### config.mk
export PLATFORM = sky130hd
export DESIGN_NAME = sha256_truncated_hash64_top
export DESIGN_NICKNAME = d
export VERILOG_FILES = /design/src/design/sth64_pkg.sv /design/src/design/sha256_truncated_hash64_top.sv
export SDC_FILE = /design/constraint.sdc
export NUM_CORES = 2
export LEC_CHECK = 0
export BUFFER_PORTS_ARGS = -buffer_cell sky130_fd_sc_hd__clkbuf_2
export CAP_MARGIN = 20
export CORE_MARGIN = 2
export CORE_UTILIZATION = 55
export DETAILED_ROUTE_END_ITERATION = 16
export PLACE_DENSITY = 0.74
export SLEW_MARGIN = 10
export SYNTH_ARGS = -nofsm -noshare
export SYNTH_HDL_FRONTEND = slang
export SYNTH_SLANG_ARGS = --single-unit
### constraint.sdc
create_clock -name clk -period 15.5 [get_ports clk]
set_input_delay 0.775 -clock clk [delete_from_list [all_inputs] [get_ports clk]]
set_output_delay 0.775 -clock clk [all_outputs]
set_load 0.02 [all_outputs]
### src/design/sth64_pkg.sv
// package for the truncated sha-256 core: round constants, initial hash and helper functions
`timescale 1ns / 1ps
package sth64_pkg;

	localparam int Rounds = 64;
	localparam int WinDepth = 16;

	localparam logic [31:0] H_INIT [0:7] = '{
		32'h6a09e667, 32'hbb67ae85, 32'h3c6ef372, 32'ha54ff53a,
		32'h510e527f, 32'h9b05688c, 32'h1f83d9ab, 32'h5be0cd19
	};

	localparam logic [31:0] PAD_WORD = 32'h80000000;
	localparam logic [31:0] LEN_WORD = 32'd64;

	localparam logic [31:0] K_TABLE [0:Rounds-1] = '{
		32'h428a2f98, 32'h71374491, 32'hb5c0fbcf, 32'he9b5dba5,
		32'h3956c25b, 32'h59f111f1, 32'h923f82a4, 32'hab1c5ed5,
		32'hd807aa98, 32'h12835b01, 32'h243185be, 32'h550c7dc3,
		32'h72be5d74, 32'h80deb1fe, 32'h9bdc06a7, 32'hc19bf174,
		32'he49b69c1, 32'hefbe4786, 32'h0fc19dc6, 32'h240ca1cc,
		32'h2de92c6f, 32'h4a7484aa, 32'h5cb0a9dc, 32'h76f988da,
		32'h983e5152, 32'ha831c66d, 32'hb00327c8, 32'hbf597fc7,
		32'hc6e00bf3, 32'hd5a79147, 32'h06ca6351, 32'h14292967,
		32'h27b70a85, 32'h2e1b2138, 32'h4d2c6dfc, 32'h53380d13,
		32'h650a7354, 32'h766a0abb, 32'h81c2c92e, 32'h92722c85,
		32'ha2bfe8a1, 32'ha81a664b, 32'hc24b8b70, 32'hc76c51a3,
		32'hd192e819, 32'hd6990624, 32'hf40e3585, 32'h106aa070,
		32'h19a4c116, 32'h1e376c08, 32'h2748774c, 32'h34b0bcb5,
		32'h391c0cb3, 32'h4ed8aa4a, 32'h5b9cca4f, 32'h682e6ff3,
		32'h748f82ee, 32'h78a5636f, 32'h84c87814, 32'h8cc70208,
		32'h90befffa, 32'ha4506ceb, 32'hbef9a3f7, 32'hc67178f2
	};

	function automatic logic [31:0] big_sigma0(input logic [31:0] x);
		return {x[1:0], x[31:2]} ^ {x[12:0], x[31:13]} ^ {x[21:0], x[31:22]};
	endfunction

	function automatic logic [31:0] big_sigma1(input logic [31:0] x);
		return {x[5:0], x[31:6]} ^ {x[10:0], x[31:11]} ^ {x[24:0], x[31:25]};
	endfunction

	function automatic logic [31:0] small_sigma0(input logic [31:0] x);
		return {x[6:0], x[31:7]} ^ {x[17:0], x[31:18]} ^ {3'b000, x[31:3]};
	endfunction

	function automatic logic [31:0] small_sigma1(input logic [31:0] x);
		return {x[16:0], x[31:17]} ^ {x[18:0], x[31:19]} ^ {10'b0, x[31:10]};
	endfunction

endpackage

### src/design/sha256_truncated_hash64_top.sv
// top level: iterative one-block sha-256 of a 64-bit message, first digest word out
`timescale 1ns / 1ps
// Hashes a 64-bit message as one padded sha-256 block and returns the first digest word.
// A transaction is taken when start is high and busy is low. The core then runs one
// compression round per cycle through a single shared round unit, with the message
// schedule expanded alongside in a sixteen-word shift window, then a finish state
// adds H0 to the first working word. digest_word is valid for exactly one cycle while
// done is high, after the finish state; busy falls in that same cycle, so the next
// message can be taken there, but none while one is in flight. The receiver
// cannot stall the result and must take it in the cycle that done is high.
module sha256_truncated_hash64_top
	import sth64_pkg::*;
(
	input  logic        clk,
	input  logic        arst_n,
	input  logic        start,
	output logic        busy,
	input  logic [63:0] message,
	output logic        done,
	output logic [31:0] digest_word
);

	typedef enum logic [1:0] {
		ST_IDLE,
		ST_ROUND,
		ST_FINISH
	} state_t;

	state_t      state_q;
	logic [5:0]  round_q;
	logic [31:0] win_q [0:WinDepth-1];
	logic [31:0] a_q, b_q, c_q, d_q, e_q, f_q, g_q, h_q;

	logic        accept;
	logic [31:0] t1, t2, ch, maj, w_next;

	assign busy   = (state_q != ST_IDLE);
	assign accept = start && (state_q == ST_IDLE);

	// round unit
	assign ch     = (e_q & f_q) ^ (~e_q & g_q);
	assign maj    = (a_q & b_q) ^ (a_q & c_q) ^ (b_q & c_q);
	assign t1     = h_q + big_sigma1(e_q) + ch + K_TABLE[round_q] + win_q[0];
	assign t2     = big_sigma0(a_q) + maj;
	// schedule word sixteen ahead of the current one
	assign w_next = win_q[0] + small_sigma0(win_q[1]) + win_q[9] + small_sigma1(win_q[14]);

	always_ff @(posedge clk or negedge arst_n) begin
		if (!arst_n) begin
			state_q <= ST_IDLE;
			round_q <= '0;
			done    <= 1'b0;
		end else begin
			done <= 1'b0;
			case (state_q)
				ST_IDLE: begin
					if (start) begin
						state_q <= ST_ROUND;
						round_q <= '0;
					end
				end
				ST_ROUND: begin
					round_q <= round_q + 6'd1;
					if (round_q == 6'(Rounds - 1)) begin
						state_q <= ST_FINISH;
					end
				end
				ST_FINISH: begin
					done    <= 1'b1;
					state_q <= ST_IDLE;
				end
				default: begin
					state_q <= ST_IDLE;
				end
			endcase
		end
	end

	always_ff @(posedge clk) begin
		if (accept) begin
			win_q[0] <= message[63:32];
			win_q[1] <= message[31:0];
			win_q[2] <= PAD_WORD;
			for (int i = 3; i < WinDepth - 1; i++) begin
				win_q[i] <= '0;
			end
			win_q[WinDepth-1] <= LEN_WORD;
			a_q <= H_INIT[0];
			b_q <= H_INIT[1];
			c_q <= H_INIT[2];
			d_q <= H_INIT[3];
			e_q <= H_INIT[4];
			f_q <= H_INIT[5];
			g_q <= H_INIT[6];
			h_q <= H_INIT[7];
		end else if (state_q == ST_ROUND) begin
			for (int i = 0; i < WinDepth - 1; i++) begin
				win_q[i] <= win_q[i+1];
			end
			win_q[WinDepth-1] <= w_next;
			h_q <= g_q;
			g_q <= f_q;
			f_q <= e_q;
			e_q <= d_q + t1;
			d_q <= c_q;
			c_q <= b_q;
			b_q <= a_q;
			a_q <= t1 + t2;
		end
		if (state_q == ST_FINISH) begin
			digest_word <= H_INIT[0] + a_q;
		end
	end

endmodule

# Word level (Yosys, flattened, before mapping)
# Memories as Yosys holds them, arrays and structs flattened.
# Index checks and enable logic that the tools add are counted.
# Widths: inputs -> output; s select.
[word_totals] memories=2 output_inout_bits=34 mem_bits_ro=2048 mem_bits_rw=512 inputBits=67 ff_bits=297 wordCells=101
[mem_list] name="(no name shown)" words=64 word_bits=32 read_ports=1 rd_ports_with_merged_regs=0 wr=0 line_no="sha256_truncated_hash64_top.sv:43" source="assign t1 = h_q + big_sigma1(e_q) + ch + K_TABLE[round_q] + win_q[0];"
[mem_list] name="win_q" words=16 word_bits=32 read_ports=16 rd_ports_with_merged_regs=0 wr=16 line_no="sha256_truncated_hash64_top.sv:31" source="logic [31:0] win_q [0:WinDepth-1];"
[classes] n_eq_ne=5 reduce_logical=6 n_bitwise=34 magnitude_cmp=1 add_sub_neg=12 muxes=29
[ops] cell="$mux 32" count=18
[ops] cell="$add 32x32->32" count=10
[ops] cell="$xor 32x32->32" count=9
[ops] cell="$and 32x32->32" count=5
[ops] cell="$add 31x32->32 const A" count=1
[ops] cell="$not 32->32" count=1
[ops] cell="$xor 32x22->32" count=1
[ops] cell="$xor 32x29->32" count=1
[ops] cell="$or 1x1->1" count=16
[ops] cell="$pmux 6 s2" count=1
[ops] cell="$ge 7x7->1 const B" count=1
[ops] cell="$not 6->7" count=1
[ops] cell="$add 6x1->6 const B" count=1
[ops] cell="$eq 6x6->1 const B" count=1
[ops] cell="$mux 1" count=6
[ops] cell="$mux 6" count=1
[ops] cell="$mux 2" count=2
[ops] cell="$ne 2x2->1 const B" count=2
[ops] cell="$pmux 2 s2" count=1
[ops] cell="$reduce_and 2->1" count=2
[ops] cell="$reduce_bool 2->1" count=2
[ops] cell="$eq 2x1->1 const B" count=1
[ops] cell="$eq 2x2->1 const B" count=1
[ops] cell="$logic_not 2->1" count=1
[ops] cell="$logic_and 1x1->1" count=1

# Longest topological paths before layout
[logic_depth] ltp_word=7 ltp_mapped=36 mapped_depth_nobuf=35

# Worst setup path after synthesis
# Ideal clock, no wire load.
[synth_path] path_type="input to register" start="in start" end="reg round_q[1]" setup_time_ns=0.792 t_required_ns=14.708 arrival_time_ns=16.273 slack_ns=-1.565 n_path_buf=3 path_stages=7 path_cell_list="nor2_1 > or2_2 > clkbuf_1 > inv_1 > clkbuf_1 > clkbuf_1 > o22ai_1"
[synth_between] elab_chain_len=2
[synth_rtl] element="start: declaration" line_no="sha256_truncated_hash64_top.sv:16" source="input logic start,"
[synth_rtl] element="$ne 2x2->1 (no source line)"
[synth_rtl] element="$reduce_and 2->1 (no source line)"
[synth_rtl] element="end signal: assignment" line_no="sha256_truncated_hash64_top.sv:63" source="round_q <= round_q + 6'd1;"
[synth_rtl] element="end: declaration" line_no="sha256_truncated_hash64_top.sv:30" source="logic [5:0] round_q;"
# Every way passes these cells.
# A chain may end at the register's enable or synchronous reset.

# Final worst setup path
[layout_path] start="reg round_q[1]" end="reg a_q[29]"
[layout_between] elab_chain_len=7
[layout_rtl] element="$not 6->7 (implied by the code)" line_no="sha256_truncated_hash64_top.sv:43"
[layout_rtl] element="$mem_v2 64x32"
[layout_rtl] element="$mux 32 (implied by the code) (2 in a row)" line_no="sha256_truncated_hash64_top.sv:43"
[layout_rtl] element="$add 32x32->32 (2 in a row)" line_no="sha256_truncated_hash64_top.sv:43"
[layout_rtl] element="$add 32x32->32" line_no="sha256_truncated_hash64_top.sv:108" source="a_q <= t1 + t2;"
[layout_rtl] element="end signal: assignment" line_no="sha256_truncated_hash64_top.sv:88" source="a_q <= H_INIT[0];"
[layout_rtl] element="end signal: assignment" line_no="sha256_truncated_hash64_top.sv:108"
[layout_rtl] element="end: declaration" line_no="sha256_truncated_hash64_top.sv:32" source="logic [31:0] a_q, b_q, c_q, d_q, e_q, f_q, g_q, h_q;"
# Every way passes these cells. The select of a mux whose other input is x is not followed.

==> flow_metrics.env <==
export IMPL_vias=30948
export IMPL_dieArea_mm2=0.0845
export IMPL_hold_violations=0
export IMPL_port_buffers=100
export IMPL_skew_ps=58.0
export IMPL_core_mm2=0.0817
export IMPL_fin_crit_ps=10340
export IMPL_crit_top_cell="fa_1"
export IMPL_n_antenna_cell=0
export IMPL_ys_seq_area_share_pct=48.0
export IMPL_critPathMaxFanout=16
export IMPL_first_global_vias=29311
export IMPL_numCtsBuffers=85
export IMPL_synth_cells=4179
export IMPL_worst_pin_slew_ps=1180
export IMPL_first_pass_iters=5
export IMPL_avgViaCountPerCell=5.85
export IMPL_placed_cells=5127
export IMPL_syn_mean_instance_area_um2=10.8
export IMPL_rows=105
export IMPL_slowest_stage="dfrtp_1"
export IMPL_rsz0062_at_grt="false"
export IMPL_die_y_um=291
export IMPL_cts_sinks=809
export IMPL_ant_nets=0
export IMPL_synth_top_cell_area_share_pct=36.1
export IMPL_final_common_cell="edfxtp_1"
export IMPL_drc=0
export IMPL_clkTransAtPathRegs_ps=60
export IMPL_syn_nets=4579
export IMPL_path_class="register to register"
export IMPL_cts_path_max_buffers=3
export IMPL_dp_slack_ps=5290
export IMPL_synthesis_area_mm2=0.0452
export IMPL_regArea_mm2=0.0217
export IMPL_postCtsSetupBuffers=0
export IMPL_drv_slew=0
export IMPL_arrival_ps=10880
export IMPL_io_pins=101
export IMPL_setup_viol=0
export IMPL_yosys_warnings=0
export IMPL_critPathTopFamily="compound AO/OA/AOI/OAI gates"
export IMPL_insertion_delay_ps=670
export IMPL_end_kind="register"
export IMPL_ys_types=86
export IMPL_synth_area_top_cells="edfxtp_1 (36%), dfxtp_1 (11%), fa_1 (8.3%)"
export IMPL_drv_cap=0
export IMPL_path_buf_inv=4
export IMPL_fill_cells=6584
export IMPL_yosys_most_used_dff="edfxtp_1"
export IMPL_initial_core_util_pct=55.3
export IMPL_gp_congestion=0.968
export IMPL_multi_input_area_mm2=0.0215
export IMPL_cts_root_buffer="clkbuf_16"
export IMPL_fin_cells=5288
export IMPL_hp_class="primary input to register"
export IMPL_max_stage_delay_ps=710
export IMPL_wl_um=121000
export IMPL_synth_edff_count=544
export IMPL_period_share_pct=66.7
export IMPL_top_register="win_q"
export IMPL_max_slew_margin_pct=20.8
export IMPL_startpoint_type="register"
export IMPL_grt_max_degree=171
export IMPL_wl_per_cell_um=22.8
export IMPL_die_w_um=291
export IMPL_grt_ovfl_total=0
export IMPL_htree_levels=3
export IMPL_drive_gt1_share_pct=7.37
export IMPL_final_setup_worst_slack_ps=5160
export IMPL_grt_usage_pct=28.3
export IMPL_largest_reg_flops=512
export IMPL_drt_iter0_drc=3257
export IMPL_syn_to_final_growth_pct=8.88
export IMPL_cts_tree="done"
export IMPL_grt_pass1_wl_um=181000
export IMPL_antenna_found_initial=1
export IMPL_required_ps=16040
export IMPL_hpwl_um=86000
export IMPL_async_flop_share_pct=1.11
export IMPL_yosysTopAreaCell="edfxtp_1"
export IMPL_nNetsFinal=4547
export IMPL_finalSetupTns_ps=0
export IMPL_status="completed"
export IMPL_ys_seq_elements=809
export IMPL_final_cell_mix="edfxtp_1 (544), and2_1 (425), nand2_1 (346)"
export IMPL_max_freq_mhz=96.7
[Yosys cell counts, types with 6 or more instances]
cell type / count
edfxtp_1: 544
and2_1: 426
nand2_1: 347
inv_1: 296
xnor2_1: 257
dfxtp_1: 256
o21ai_0: 219
clkbuf_1: 215
fa_1: 187
nor2_1: 172
a21oi_1: 170
ha_1: 146
xor2_1: 119
o22a_1: 91
a21o_1: 81
a22o_1: 76
nor3_1: 68
nand3_1: 57
a211oi_1: 37
mux2i_1: 33
a31oi_1: 32
buf_1: 29
nand2b_1: 22
and3_1: 21
o211ai_1: 20
nor2b_1: 17
o21bai_1: 17
o31ai_1: 17
o21a_1: 14
or3_1: 14
a311oi_1: 11
o21ai_1: 11
o311ai_0: 10
dfrtp_1: 9
mux4_2: 9
nand4_1: 7
a21boi_0: 6
nor3b_1: 6
o22ai_1: 6
[final timing paths]
check	from	to	slack, ps	cells past startpoint
max	round_q[1]	a_q[29]	5160	32
min	message[29]	win_q[0][61]	370	3
max reg2reg	round_q[1]	a_q[29]	5160	32
min reg2reg	d_q[13]	d_q[13]	470	1
max in group asynchronous	arst_n	round_q[4]	14760	2
min in group asynchronous	arst_n	state_q[1]	520	2
[repair_timing]
action | in CTS | in global routing
hold buffers | 1 | 0
gates resized for setup | 0 | 0
endpoints found under the hold margin | 9 | 0
[per-layer routing]
metal / vias up / part of all wire, % / GRT usage, %
met5: - / 0.011 / 0
met4: 2 / 3.9 / 10.9
met3: 219 / 9.3 / 5.34
met2: 1322 / 43 / 41.2
met1: 15008 / 44 / 41.9
li1: 14397 / - / -
[logic make-up after synthesis]
logic type,Yosys count,share of synthesized area [%]
buf+inv,547,4.57
mux,46,1.28
simple gates,1179,13.2
flops,809,48.0
fa+ha+maj,336,12.4
compound gates,885,13.3
xor+xnor,377,7.33
[per-stage QoR]
step                      cell area (µm²)  util (%)  hold slack, ps
after CTS                           49200      60.2             325
after global placement              46400      56.8             455
after floorplan                     45200         -             438
after detailed placement            46400      56.8             462
after global routing                49200      60.3             368
final                               49200      60.3             366
[cell type report]
cell class,count,share of cell area (%)
inverter,298,2.29
multi-input combinational,2823,43.7
timing repair buffer,130,1.55
sequential,809,44.1
clock inverter,43,0.922
clock buffer,115,4.79
tap,1070,2.72
[tightest hold or removal path, cell delays in order]
cell,delay (ps)
clkbuf_2,80
nand2_1,40
nand2_1,50
Power is left out: the tool's default activity adds up to more than one toggle a clock period on the data nets, which glitch-free logic cannot reach.
